<file path="src/sv/sbsm_pkg.sv">
// ----------------------------------------------------------------------------
// Serial bank switch mapper package
// Shared codes, widths and the bank state record passed to the datapath.
// ----------------------------------------------------------------------------
package sbsm_pkg;

   // Field widths
   localparam int unsigned OP_W     = 2;
   localparam int unsigned ADDR_W   = 16;
   localparam int unsigned DATA_W   = 8;
   localparam int unsigned TGT_W    = 2;
   localparam int unsigned OFFS_W   = 19;
   localparam int unsigned CSR_IDX_W = 2;
   localparam int unsigned CSR_DAT_W = 5;

   // Operation codes
   localparam logic [OP_W-1:0] OP_WRITE    = 2'd0;
   localparam logic [OP_W-1:0] OP_PRG_READ = 2'd1;
   localparam logic [OP_W-1:0] OP_CHR_READ = 2'd2;

   // Result targets
   localparam logic [TGT_W-1:0] TGT_NONE = 2'd0;
   localparam logic [TGT_W-1:0] TGT_PRG  = 2'd1;
   localparam logic [TGT_W-1:0] TGT_CHR  = 2'd2;

   // Configuration register indexes
   localparam logic [CSR_IDX_W-1:0] CSR_PRG_COUNT  = 2'd0;
   localparam logic [CSR_IDX_W-1:0] CSR_CHR_COUNT  = 2'd1;
   localparam logic [CSR_IDX_W-1:0] CSR_INIT_MIRROR = 2'd2;

   // Serial register target, address bits 14..13
   localparam logic [1:0] SEL_CONTROL = 2'd0;
   localparam logic [1:0] SEL_CHR_LOW = 2'd1;
   localparam logic [1:0] SEL_CHR_HIGH = 2'd2;
   localparam logic [1:0] SEL_PRG     = 2'd3;

   // PRG banking modes, control bits 3..2
   localparam logic [1:0] PRG_MODE_SWAP_LOW  = 2'd2;
   localparam logic [1:0] PRG_MODE_SWAP_HIGH = 2'd3;

   localparam logic [2:0] SHIFT_LAST = 3'd4;
   localparam logic [4:0] PRG_COUNT_RESET = 5'd16;
   localparam logic [OFFS_W-1:0] HDR_BYTES = 19'h00010;

   // Bank and configuration state seen by the offset datapath
   typedef struct packed {
      logic [4:0] control;
      logic [4:0] chr_low_bank;
      logic [4:0] chr_high_bank;
      logic [4:0] chr_whole_bank;
      logic [2:0] prg_whole_bank;
      logic [3:0] prg_low_bank;
      logic [3:0] prg_high_bank;
      logic [4:0] prg_bank_count;
      logic [4:0] chr_bank_count;
   } bank_state_type;

   // Bank state after reset: all clear but the program bank count
   localparam bank_state_type BANK_STATE_RESET = '{
      control:        5'd0,
      chr_low_bank:   5'd0,
      chr_high_bank:  5'd0,
      chr_whole_bank: 5'd0,
      prg_whole_bank: 3'd0,
      prg_low_bank:   4'd0,
      prg_high_bank:  4'd0,
      prg_bank_count: PRG_COUNT_RESET,
      chr_bank_count: 5'd0
   };

endpackage

</file>
<file path="src/sv/serial_bank_switch_mapper_core.sv">
// ----------------------------------------------------------------------------
// Serial bank switch mapper core
// Cartridge bank mapper turning bus accesses into cartridge image offsets.
// ----------------------------------------------------------------------------
// Usage:
//   req_*  carries one bus access: a mapper register write, a program read
//          or a character read. A transfer happens when req_valid is high
//          and req_stall is low.
//   rsp_*  carries one result per access: the memory target, the byte offset
//          into the image (header included) and the mirroring flag after the
//          access. A transfer happens when rsp_valid is high and rsp_stall low.
//   csr_*  writes the bank counts and the initial mirroring flag; csr_ready
//          is always high. Write it only while no access is in flight.
// The result is valid in the cycle after the request transfer. While no result
// is stalled, one access is taken every cycle: the bank registers update and
// the offset is formed in the same cycle; a single result register holds it.
// When the receiver stalls a valid result, req_stall rises and the result
// holds until taken; the next request enters in the cycle it is taken.
// Reset clears the serial register, the bank registers, the mirroring flag
// and the result valid flag, and sets the program bank count to sixteen.
// ----------------------------------------------------------------------------
module serial_bank_switch_mapper_core (
   input  logic                             clock,
   input  logic                             reset,
   input  logic                             req_valid,
   output logic                             req_stall,
   input  logic [sbsm_pkg::OP_W-1:0]        req_operation,
   input  logic [sbsm_pkg::ADDR_W-1:0]      req_address,
   input  logic [sbsm_pkg::DATA_W-1:0]      req_write_data,
   output logic                             rsp_valid,
   input  logic                             rsp_stall,
   output logic [sbsm_pkg::TGT_W-1:0]       rsp_target,
   output logic [sbsm_pkg::OFFS_W-1:0]      rsp_image_offset,
   output logic                             rsp_mirror_flag,
   input  logic                             csr_valid,
   output logic                             csr_ready,
   input  logic [sbsm_pkg::CSR_IDX_W-1:0]   csr_index,
   input  logic [sbsm_pkg::CSR_DAT_W-1:0]   csr_wdata
);
   import sbsm_pkg::*;

   bank_state_type     bank;
   logic               mirror_next;
   logic               req_xfer;
   logic               rsp_valid_ff, rsp_valid_in;
   logic [TGT_W-1:0]   target_ff, target_in;
   logic [OFFS_W-1:0]  offset_ff, offset_in;
   logic               mirror_ff;
   logic [17:0]        prg_rel;
   logic [16:0]        chr_rel;
   logic [OFFS_W-1:0]  chr_base;
   logic [3:0]         prg_bank;
   logic [4:0]         chr_bank;

   // Accept whenever the result register is empty or being drained
   assign req_stall = rsp_valid_ff && rsp_stall;
   assign req_xfer  = req_valid && !req_stall;
   assign csr_ready = 1'b1;

   sbsm_bank_regs u_regs (
      .clock       (clock),
      .reset       (reset),
      .wr_en       (req_xfer && (req_operation == OP_WRITE)),
      .wr_address  (req_address),
      .wr_data     (req_write_data),
      .csr_we      (csr_valid && csr_ready),
      .csr_index   (csr_index),
      .csr_wdata   (csr_wdata),
      .state       (bank),
      .mirror_next (mirror_next)
   );

   // Form program and character offsets from the current banks
   always_comb begin
      prg_bank = req_address[14] ? bank.prg_high_bank : bank.prg_low_bank;
      if (bank.control[3]) begin
         prg_rel = {prg_bank, req_address[13:0]};
      end else begin
         prg_rel = {bank.prg_whole_bank, req_address[14:0]};
      end

      chr_bank = req_address[12] ? bank.chr_high_bank : bank.chr_low_bank;
      if (bank.control[4]) begin
         chr_rel = {chr_bank, req_address[11:0]};
      end else begin
         chr_rel = {bank.chr_whole_bank[4:1], req_address[12:0]};
      end
      chr_base = {bank.prg_bank_count, 14'd0};
   end

   // Select the result
   always_comb begin
      target_in = TGT_NONE;
      offset_in = '0;
      priority if (req_operation == OP_PRG_READ && req_address[15]) begin
         target_in = TGT_PRG;
         offset_in = HDR_BYTES + OFFS_W'(prg_rel);
      end else if (req_operation == OP_CHR_READ && bank.chr_bank_count != '0
                   && req_address[15:13] == 3'd0) begin
         target_in = TGT_CHR;
         offset_in = HDR_BYTES + chr_base + OFFS_W'(chr_rel);
      end else begin
         target_in = TGT_NONE;
      end
   end

   // Result register valid: load on transfer, drop when taken
   always_comb begin
      rsp_valid_in = rsp_valid_ff;
      if (req_xfer) begin
         rsp_valid_in = 1'b1;
      end else if (!rsp_stall) begin
         rsp_valid_in = 1'b0;
      end
   end

   always_ff @(posedge clock) begin
      if (reset) begin
         rsp_valid_ff <= 1'b0;
      end else begin
         rsp_valid_ff <= rsp_valid_in;
      end
   end

   // Result payload, loaded only on request transfer
   always_ff @(posedge clock) begin
      if (req_xfer) begin
         target_ff <= target_in;
         offset_ff <= offset_in;
         mirror_ff <= mirror_next;
      end
   end

   assign rsp_valid        = rsp_valid_ff;
   assign rsp_target       = target_ff;
   assign rsp_image_offset = offset_ff;
   assign rsp_mirror_flag  = mirror_ff;

endmodule

</file>
<file path="src/sv/sbsm_bank_regs.sv">
// ----------------------------------------------------------------------------
// Serial bank switch mapper bank registers
// Serial load register, control and bank registers, configuration and mirror.
// ----------------------------------------------------------------------------
module sbsm_bank_regs (
   input  logic                             clock,
   input  logic                             reset,
   input  logic                             wr_en,
   input  logic [sbsm_pkg::ADDR_W-1:0]      wr_address,
   input  logic [sbsm_pkg::DATA_W-1:0]      wr_data,
   input  logic                             csr_we,
   input  logic [sbsm_pkg::CSR_IDX_W-1:0]   csr_index,
   input  logic [sbsm_pkg::CSR_DAT_W-1:0]   csr_wdata,
   output sbsm_pkg::bank_state_type         state,
   output logic                             mirror_next
);
   import sbsm_pkg::*;

   logic [4:0]     shift_value_ff, shift_value_in;
   logic [2:0]     shift_count_ff, shift_count_in;
   bank_state_type bank_ff, bank_in;
   logic           init_mirror_ff, init_mirror_in;
   logic           mirror_ff, mirror_in;
   logic [4:0]     shifted;
   logic           mapper_write;

   assign mapper_write = wr_en && wr_address[15];
   assign shifted      = {wr_data[0], shift_value_ff[4:1]};

   // Serial load, commit on the fifth bit, then configuration writes
   always_comb begin
      shift_value_in = shift_value_ff;
      shift_count_in = shift_count_ff;
      bank_in        = bank_ff;
      init_mirror_in = init_mirror_ff;
      mirror_in      = mirror_ff;

      if (mapper_write) begin
         if (wr_data[7]) begin
            shift_value_in  = '0;
            shift_count_in  = '0;
            bank_in.control = '0;
         end else if (shift_count_ff >= SHIFT_LAST) begin
            shift_value_in = '0;
            shift_count_in = '0;
            unique case (wr_address[14:13])
               SEL_CONTROL: begin
                  bank_in.control = shifted;
                  mirror_in       = shifted[1] & shifted[0];
               end
               SEL_CHR_LOW: begin
                  if (bank_ff.control[4]) begin
                     bank_in.chr_low_bank = shifted;
                  end else begin
                     bank_in.chr_whole_bank = {shifted[4:1], 1'b0};
                  end
               end
               SEL_CHR_HIGH: begin
                  if (bank_ff.control[4]) begin
                     bank_in.chr_high_bank = shifted;
                  end
               end
               SEL_PRG: begin
                  unique case (bank_ff.control[3:2])
                     PRG_MODE_SWAP_LOW: begin
                        bank_in.prg_low_bank  = '0;
                        bank_in.prg_high_bank = shifted[3:0];
                     end
                     PRG_MODE_SWAP_HIGH: begin
                        bank_in.prg_low_bank  = shifted[3:0];
                        bank_in.prg_high_bank = 4'(bank_ff.prg_bank_count - 5'd1);
                     end
                     default: begin
                        bank_in.prg_whole_bank = shifted[3:1];
                     end
                  endcase
               end
               default: begin
                  bank_in = bank_ff;
               end
            endcase
         end else begin
            shift_value_in = shifted;
            shift_count_in = shift_count_ff + 3'd1;
         end
      end

      if (csr_we) begin
         unique case (csr_index)
            CSR_PRG_COUNT:   bank_in.prg_bank_count = csr_wdata;
            CSR_CHR_COUNT:   bank_in.chr_bank_count = csr_wdata;
            CSR_INIT_MIRROR: begin
               init_mirror_in = csr_wdata[0];
               mirror_in      = csr_wdata[0];
            end
            default: begin
               init_mirror_in = init_mirror_ff;
            end
         endcase
      end
   end

   // Hold state; reset clears it but sets the program bank count to sixteen
   always_ff @(posedge clock) begin
      if (reset) begin
         shift_value_ff <= '0;
         shift_count_ff <= '0;
         bank_ff        <= BANK_STATE_RESET;
         init_mirror_ff <= 1'b0;
         mirror_ff      <= 1'b0;
      end else begin
         shift_value_ff <= shift_value_in;
         shift_count_ff <= shift_count_in;
         bank_ff        <= bank_in;
         init_mirror_ff <= init_mirror_in;
         mirror_ff      <= mirror_in;
      end
   end

   assign state       = bank_ff;
   assign mirror_next = mirror_in;

endmodule

</file>
<file path="config.mk">
export PLATFORM = sky130hd
export DESIGN_NAME = serial_bank_switch_mapper_core
export DESIGN_NICKNAME = d
export VERILOG_FILES = /design/src/sv/sbsm_pkg.sv /design/src/sv/serial_bank_switch_mapper_core.sv /design/src/sv/sbsm_bank_regs.sv
export SDC_FILE = /design/constraint.sdc
export NUM_CORES = 1
export LEC_CHECK = 0
export ABC_CLOCK_PERIOD_IN_PS = 2800
export BUFFER_PORTS_ARGS = -buffer_cell sky130_fd_sc_hd__buf_2
export CAP_MARGIN = 0
export CELL_PAD_IN_SITES_DETAIL_PLACEMENT = 2
export CELL_PAD_IN_SITES_GLOBAL_PLACEMENT = 2
export CORE_MARGIN = 5
export CORE_UTILIZATION = 35
export DETAILED_ROUTE_END_ITERATION = 7
export PLACE_DENSITY = 0.77
export SLEW_MARGIN = 40
export SYNTH_ARGS = -nofsm -noshare
export SYNTH_HDL_FRONTEND = slang
export SYNTH_SLANG_ARGS = --single-unit
</file>
<file path="constraint.sdc">
create_clock -name clock -period 2.8 [get_ports clock]
set_input_delay 0.14 -clock clock [delete_from_list [all_inputs] [get_ports clock]]
set_output_delay 0.14 -clock clock [all_outputs]
set_load 0.1 [all_outputs]
</file>
After elaboration in Yosys (flattened, before gate mapping)
Index checks and enable logic that the tools add are counted.
{ "word_totals": {"ff_bits": 72, "word_cells": 95} }
{ "op_classes": {"n_bitwise": 4, "reduce_logical": 23, "n_lt_le_gt_ge": 1, "n_addsub": 5, "eq_ne": 10, "muxes": 36} }
{ "ops": {"columns": ["op", "n"], "rows": [
  ["$mux W5", 13],
  ["$mux W41", 1],
  ["$mux W19", 2],
  ["$mux W10", 3],
  ["$reduce_and A5 Y1", 5],
  ["$add A19 B17 Y19", 1],
  ["$add A5 B18 Y19 const A", 1],
  ["$add A5 B19 Y19 const A", 1],
  ["$mux W18", 1],
  ["$mux W17", 1],
  ["$pmux W8 S2", 1],
  ["$eq A2 B2 Y1 const B", 6],
  ["$mux W11", 1],
  ["$mux W3", 3],
  ["$mux W1", 8],
  ["$logic_and A1 B1 Y1", 7],
  ["$eq A2 B1 Y1 const B", 3],
  ["$logic_not A2 Y1", 3],
  ["$reduce_bool A2 Y1", 3],
  ["$reduce_bool A5 Y1", 1],
  ["$mux W4", 1],
  ["$sub A4 B1 Y4 const B", 1],
  ["$add A3 B1 Y3 const B", 1],
  ["$ge A3 B3 Y1 const B", 1],
  ["8 further kinds", 10]
]} }

Logic depth before layout (Yosys ltp)
Gate-level depths: netlist of run 1.
{ "depth": {"word_depth": 9, "depth_mapped": 9, "ltp_nobuf": 8} }

Modules after synthesis
From an unflattened synthesis of run 1, not the netlist that was laid out.
{ "unflattened": {"hier_cells": 351, "area_unflattened_um2": 3460.8} }
{ "modules_own_cells": {"columns": ["mod", "cells_per_inst", "instances", "area_per_inst_um2", "seq_area_each_um2"], "rows": [
  ["sbsm_bank_regs", 202, 1, 1935.6, 960.9],
  ["serial_bank_switch_mapper_core", 149, 1, 1525.2, 680.7]
]} }

Least setup slack after synthesis of run 1
Ideal clock, no wire load.
{ "synth_timing": {"path_kind": "flip-flop to flip-flop", "startpoint": "register rsp_valid_ff, in the netlist rsp_valid", "endpoint": "register u_regs.bank_ff (netlist bit u_regs.state[31])", "t_arrival_ns": 2.531, "n_path_buf": 0, "stages_incl_launch_ff": 6, "path_slack_ns": 0.142, "setup_time_ns": 0.128, "cell_sequence": "dfxtp_1 -> a21boi_2 -> nand4_4 -> nor3b_4 -> mux2i_1 -> nor2_1"} }
{ "synth_via": {"elab_chain_len": 6} }
{ "synth_rtl": {"columns": ["element", "line", "rtl"], "rows": [
  ["start: declaration", "serial_bank_switch_mapper_core.sv:45", "logic rsp_valid_ff, rsp_valid_in;"],
  ["start signal: assignment", "serial_bank_switch_mapper_core.sv:121", "rsp_valid_ff <= rsp_valid_in;"],
  ["$logic_and A1 B1 Y1", "serial_bank_switch_mapper_core.sv:56", "assign req_stall = rsp_valid_ff && rsp_stall;"],
  ["$logic_not A1 Y1", "serial_bank_switch_mapper_core.sv:57", "assign req_xfer = req_valid && !req_stall;"],
  ["$logic_and A1 B1 Y1", "serial_bank_switch_mapper_core.sv:57", null],
  ["via req_xfer", "serial_bank_switch_mapper_core.sv:44", "logic req_xfer;"],
  ["$logic_and A1 B1 Y1", "serial_bank_switch_mapper_core.sv:63", ".wr_en (req_xfer && (req_operation == OP_WRITE)),"],
  ["$logic_and A1 B1 Y1", "sbsm_bank_regs.sv:27", "assign mapper_write = wr_en && wr_address[15];"],
  ["$reduce_and A5 Y1 (no source line)", null, null],
  ["end signal: assignment", "sbsm_bank_regs.sv:114", "bank_ff <= bank_in;"],
  ["end: declaration", "sbsm_bank_regs.sv:21", "bank_state_type bank_ff, bank_in;"]
]} }
The timed path passes the listed nets, and every way through them passes these cells.
A chain may end at the register's enable or synchronous reset.

Final worst setup path of run 1
{ "layout_timing": {"startpoint": "register u_regs.bank_ff (netlist bit u_regs.state[40])", "endpoint": "register offset_ff[17], in the netlist rsp_image_offset[17], data pin"} }
{ "layout_via": {"elab_chain_len": 4} }
{ "layout_rtl": {"columns": ["element", "line", "rtl"], "rows": [
  ["$mux W17", "serial_bank_switch_mapper_core.sv:83", "if (bank.control[4]) begin"],
  ["$add A19 B17 Y19", "serial_bank_switch_mapper_core.sv:101", "offset_in = HDR_BYTES + chr_base + OFFS_W'(chr_rel);"],
  ["$mux W19", "serial_bank_switch_mapper_core.sv:98", "end else if (req_operation == OP_CHR_READ && bank.chr_bank_count != '0"],
  ["$mux W19", "serial_bank_switch_mapper_core.sv:95", "priority if (req_operation == OP_PRG_READ && req_address[15]) begin"],
  ["via offset_in[17]", "serial_bank_switch_mapper_core.sv:47", "logic [OFFS_W-1:0] offset_ff, offset_in;"],
  ["end signal: assignment", "serial_bank_switch_mapper_core.sv:129", "offset_ff <= offset_in;"],
  ["end: declaration", "serial_bank_switch_mapper_core.sv:47", null]
]} }
The timed path passes the listed nets, and every way through them passes these cells.

==> results of run 1 <==
[through the flow]
stage                     instances  util [%]  instance area (um2)
after floorplan                 357         -                 3500
after global placement          529      39.6                 3870
after detailed placement        529      39.6                 3870
after CTS                       545      41.5                 4050
after global routing            545      41.5                 4050
final                           545      41.5                 4050
[registers in the layout, indices dropped and copies added, names as in the netlist]
name / count
rsp_image_offset: 19
rsp_mirror_flag: 1
rsp_target: 2
rsp_valid: 1
u_regs.mirror_ff: 1
u_regs.shift_count_ff: 3
u_regs.shift_value_ff: 4
u_regs.state: 38
[critical path: stages, from the launching register on]
cell     delay, ps
dfxtp_1        650
nor2_1          70
a21oi_1        170
ha_1           330
a21o_1         180
a21oi_1        300
o41ai_2        150
xnor2_1        160
o22ai_1         90
[worst max path at each step]
stage	endpoint	startpoint	slack (ps)	cells past startpoint
2_1_floorplan	u_regs.state[31]$_SDFFE_PP0P_	rsp_valid$_SDFFE_PP0P_	140	5
3_3_place_gp	rsp_image_offset[18]$_DFFE_PP_	u_regs.state[40]$_SDFFE_PP0P_	530	6
3_5_place_dp	rsp_image_offset[18]$_DFFE_PP_	u_regs.state[40]$_SDFFE_PP0P_	450	6
4_1_cts	rsp_image_offset[17]$_DFFE_PP_	u_regs.state[40]$_SDFFE_PP0P_	410	8
5_1_grt	rsp_image_offset[17]$_DFFE_PP_	u_regs.state[40]$_SDFFE_PP0P_	220	8
6_report	rsp_image_offset[17]$_DFFE_PP_	u_regs.state[40]$_SDFFE_PP0P_	430	8
[power by group]
part           switching [mW]  total [mW]  internal, mW
Combinational           0.242       0.308        0.0666
Clock                   0.366       0.760         0.395
Sequential             0.0107        1.07          1.06
[metal layers]
layer / global-route usage, % / vias up / routed length [um]
met5: 0 / - / 0
met4: 6.14 / 0 / 188
met3: 3.20 / 15 / 304
met2: 31.4 / 43 / 5010
met1: 19.3 / 1376 / 4060
li1: - / 1349 / -
[Yosys cell counts (3+ instances only)]
library cell  count
a21o_1            3
a21oi_1          27
and3_1            4
buf_2             3
buf_4             5
clkbuf_1         10
dfxtp_1          47
edfxtp_1         22
ha_1              7
inv_1             6
mux2i_1          31
nand2_1          37
nand3_1          14
nand3b_1          3
nand4_1           5
nor2_1           48
nor2b_1          10
o21ai_0           6
o22ai_1           6
o41ai_2           3
xnor2_1          11
xor2_1            9
[area by class of cell]
| class | count | area, um2 |
|---|---|---|
| clock buffer | 15 | 176 |
| clock inverter | 1 | 5.00 |
| fill | 1088 | 5720 |
| sequential | 69 | 1600 |
| tap | 133 | 166 |
| multi-input combinational | 263 | 1780 |
| timing repair buffer | 57 | 293 |
| inverter | 7 | 28.8 |
[cells by family after synthesis]
family / share of synthesized area (%)
multiplexers: 10.6
buffers and inverters: 3.39
other: 0.107
AO/OA/AOI/OAI: 10.2
XOR/XNOR: 5.00
flip-flops: 45.7
AND/OR/NAND/NOR: 22.5
adder cells (fa/ha/maj): 2.50
==> results by group, run 1 <==
Timing
  • Tmin final: 2370 ps
  • Final number of setup-violating endpoints: 0
  • Hold_ws: 23.9 ps
  • Max-slew violations: 0
  • Final Cycle Share: a little over four fifths
  • Fin Setup TNS: 0 ps
  • Final hold viol count: 0
  • Worst-Margin Slew: 677 ps
  • RSZ-0062 raised after global routing: false
  • Final Skew: 6.20 ps
  • Final worst-path setup slack: between 400 and 500 ps
  • Achievable Freq: 0.422 GHz
  • Slew headroom: 54.7%

Drt
  • Vias: ~2800
  • Drt total wl: 9.57 mm
  • ANT nets after route: 0
  • Initial DRC Count: 60
  • DR WL/cell: 17.6 um
  • Vias/cell: 5.11
  • Pre-antenna DRT Iters: 4
  • DRC violations left: 0

Place
  • Pre-CTS setup slack: 446 ps
  • Post-detail-place hpwl: 7.25 mm
  • GPL Wtd Cong: ~0.77
  • Port-buffer cells: 55

Worst setup path
  • Worst Setup Path Type: register to register
  • Req. time, crit path: 2880 ps
  • Worst setup EP type: register
  • Reg-to-Reg End: rsp_image_offset[17]$_DFFE_PP_
  • CP startpoint kind: register
  • FF-to-FF path depth: 8
  • Crit path arrival time: between 2000 and 2500 ps
  • Worst r2r src: u_regs.state[40]$_SDFFE_PP0P_
  • R2R Setup Slk: 430 ps
  • Crit Path Max Fanout: 13

Yosys
  • Post-Syn Instances: roughly 360
  • Share of Yosys cell area claimed by the top area cell type: 26.9%
  • Yosys cell types: 55
  • Synthesis-stage register bit count: between 60 and 70
  • Primary FF master, synth: dfxtp_1
  • Synth async-reset ratio: 0%
  • Ys Warns: 0
  • Syn Nets: 402
  • Sequential share of the synthesized area: a little under half
  • Synth area leader: dfxtp_1
  • Mean Syn Cell Area: 9.81 um2
  • Post-synthesis cell area: 3500 um2
  • Dominant cells by area after synthesis: dfxtp_1, edfxtp_1, mux2i_1
  • Post-synth EDFFs: 22

Worst hold path
  • Worst hold path type: primary input to register
  • End of the worst hold path: rsp_valid$_SDFFE_PP0P_
  • Hold Crit Start: req_valid
  • Worst hold stages: 3

Final layout
  • ANT cells: 0
  • Layout cell share with drive strength beyond 1: 22.3%
  • Area delta synth->final: 15.7%
  • Most frequent cells in the layout: buf_2, nor2_1, dfxtp_1
  • Leading cell type in the layout, fill and taps excluded: buf_2
  • Final nets: ~450

Die
  • Starting Density: 35.8%
  • Die Height: 110 um
  • Die area: 12100 um2
  • Core Area: 9770 um2
  • # rows: 36
  • Die width: ~110 um
  • Io pins: 63

GRT
  • GRT overflow: 0
  • Tot GR Track Use: 17.0%
  • Number of global-route vias before repair: 3087
  • Largest net degree at the start of global routing: 48
  • First-pass GRT wire length: between 15 and 20 mm
  • Initial antenna violation count: 0

Clock tree
  • Post-cts hold buffer count: 0
  • CTS tree: done
  • Setup bufs post-CTS: 0
  • Clk root buf: clkbuf_8
  • Clock sink count: 69
  • Max Buffers Root-to-Sink: 2
  • CTS buffer count: 9
  • Post-CTS Resized: 0
  • Clk slew on worst S/H paths: 70 ps
  • Skew-Pair Late Insertion Delay: 350 ps
  • CTS H-tree depth: 3

Run status
  • Status: finished, final reports clean

Flow run
  • # Max-Cap Violations: 0

Pwr
  • Power after layout: roughly 2.1 mW
  • Leak Pwr: 1.56 nW
  • VDD IR max: 0.000261 V
  • PD cells: 527 nW/um2
Power figures use the tool's default switching activity.
==> inputs of run 2 (changes only) <==
ABC_CLOCK_PERIOD_IN_PS = 2310   (was 2800)
clock period = 2.31 ns   (was 2.8 ns; I/O delays follow)
==> run 2 against run 1 <==
  * Clock skew grew 2.2 ps
  * Register-to-register slack lost 240 ps
  * Sequential power grew 21%
  * Fmax grew 12%
==> results by group, run 2 (synthesized netlist as in run 1, its figures left out) <==
Timing
  • Final worst-path setup slack: 187 ps
  • Max-slew violations: 0
  • Final Cycle Share: 91.9%
  • Worst-Margin Slew: 618 ps
  • RSZ-0062 raised after global routing: false
  • Fin Setup TNS: 0 ps
  • Slew headroom: 58.6%
  • Achievable Freq: 0.471 GHz
  • Final hold viol count: 0
  • Final number of setup-violating endpoints: 0
  • Tmin final: between 2000 and 2500 ps
  • Final Skew: 8.39 ps

Worst setup path
  • Crit path arrival time: 2200 ps
  • CP max stage delay: between 400 and 500 ps
  • Crit path top cell by count: a21oi_1
  • Req. time, crit path: 2390 ps
  • Worst Setup Path Type: register to register
  • Crit Path Max Fanout: 8
  • Reg-to-Reg End: rsp_image_offset[17]$_DFFE_PP_
  • R2R Setup Slk: between 150 and 200 ps
  • Worst r2r src: u_regs.state[40]$_SDFFE_PP0P_
  • CP startpoint kind: register
  • Worst setup EP type: register
  • CP Cell Sequence: nor2_1, a21oi_1, ha_1, a21o_1, a21oi_1, o41ai_2, xnor2_1, o22ai_1
  • FF-to-FF path depth: 8
  • Crit-path slowest cell: dfxtp_2

Drt
  • Initial DRC Count: between 80 and 90
  • ANT nets after route: 0
  • Pre-antenna DRT Iters: 5
  • DRC violations left: 0
  • Vias: 2839
  • DR WL/cell: 18.6 um
  • Drt total wl: 10.3 mm
  • Vias/cell: 5.12

Die
  • Die area: 12100 um2
  • Io pins: 63
  • # rows: 36
  • Starting Density: 35.8%
  • Core Area: 9770 um2
  • Die Height: 110 um
  • Die width: between 100 and 150 um

Final layout
  • Layout filler cell count: 1087
  • Register area: 1600 um2
  • ANT cells: 0
  • Largest register FFs: 38
  • Final nets: 461
  • Post-route insts no fill: 554
  • Multi-input gate area: ~1800 um2
  • Leading cell type in the layout, fill and taps excluded: buf_2
  • Area delta synth->final: 18.6%
  • Most frequent cells in the layout: buf_2, nor2_1, dfxtp_1
  • Layout cell share with drive strength beyond 1: 24.7%

Place
  • Post-detail-place hpwl: 7.67 mm
  • Port-buffer cells: 55
  • Placed cells: approximately 540
  • GPL Wtd Cong: 0.762
  • Pre-CTS setup slack: 125 ps

GRT
  • Number of global-route vias before repair: about 3200
  • Initial antenna violation count: 0
  • Tot GR Track Use: 18.2%
  • First-pass GRT wire length: 16.7 mm
  • GRT overflow: 0
  • Largest net degree at the start of global routing: 48

Clock tree
  • Setup bufs post-CTS: 0
  • Clock sink count: 69
  • CTS H-tree depth: 3
  • Skew-Pair Late Insertion Delay: 350 ps
  • CTS buffer count: 9
  • Max Buffers Root-to-Sink: 2
  • CTS tree: done
  • Clk root buf: clkbuf_8
  • Clk slew on worst S/H paths: 80 ps

Run status
  • Status: finished, final reports clean

Worst hold path
  • Hold Crit Start: csr_wdata[2]
  • Worst hold path type: primary input to register
  • Worst hold stages: 3
  • End of the worst hold path: u_regs.state[2]$_SDFFE_PP0P_

Pwr
  • Leak Pwr: 1.61 nW
  • PD cells: 645 nW/um2
  • VDD IR max: 0.000213 V
  • Power after layout: 2.68 mW

Flow run
  • # Max-Cap Violations: 0
## run 2: final cells by class
type / instances / share of cell area, %
tap: 133 / 4.01
sequential: 69 / 38.6
inverter: 7 / 0.693
clock buffer: 9 / 2.98
clock inverter: 7 / 1.81
multi-input combinational: 263 / 43.1
timing repair buffer: 66 / 8.80
## run 2: metrics by stage
step	instance area [um2]	hold WS (ps)	utilization, %
6_report	4150	24.2	42.5
3_3_place_gp	3930	343	40.2
4_1_cts	4150	12.9	42.5
3_5_place_dp	3930	362	40.2
5_1_grt	4150	38.7	42.5
2_1_floorplan	3510	233	-
## run 2: routing by layer
metal | vias up | wire, um | global-route usage [%] | share of wire, %
met5 | - | 0 | 0 | 0
met1 | 1410 | 4580 | 22.8 | 45
met3 | 11 | 426 | 2.97 | 4.1
li1 | 1362 | - | - | -
met2 | 56 | 5150 | 31.6 | 50
met4 | 0 | 121 | 6.06 | 1.2
## run 2: worst max-delay path by stage
| stage | startpoint | end | slack (ps) | cells after the start |
|---|---|---|---|---|
| 5_1_grt | u_regs.state[40]$_SDFFE_PP0P_ | rsp_image_offset[17]$_DFFE_PP_ | 50 | 8 |
| 2_1_floorplan | u_regs.state[40]$_SDFFE_PP0P_ | rsp_image_offset[18]$_DFFE_PP_ | 140 | 7 |
| 3_3_place_gp | req_address[12] | rsp_image_offset[18]$_DFFE_PP_ | 200 | 8 |
| 3_5_place_dp | u_regs.state[40]$_SDFFE_PP0P_ | rsp_image_offset[17]$_DFFE_PP_ | 130 | 8 |
| 4_1_cts | u_regs.state[40]$_SDFFE_PP0P_ | rsp_image_offset[17]$_DFFE_PP_ | 50 | 8 |
| 6_report | u_regs.state[40]$_SDFFE_PP0P_ | rsp_image_offset[17]$_DFFE_PP_ | 190 | 8 |
## run 2: what timing repair did
item | in CTS | in global routing
endpoints found under the setup margin | 0 | 1
hold buffers | 2 | 0
endpoints found under the hold margin | 2 | 0
gates resized for setup | 0 | 1
## run 2: where the power goes
part / switching (mW) / internal [mW]
combinational: 0.297 / 0.0875
clock: 0.498 / 0.502
sequential: 0.0138 / 1.28
total: 0.809 / 1.87
## run 2: worst max-delay path: cells and delay by family (launching register included)
family,cells,cell delay (ps)
AND/OR/NAND/NOR,1,60
flip-flops,1,420
adder cells (fa/ha/maj),1,310
AO/OA/AOI/OAI,5,850
XOR/XNOR,1,200
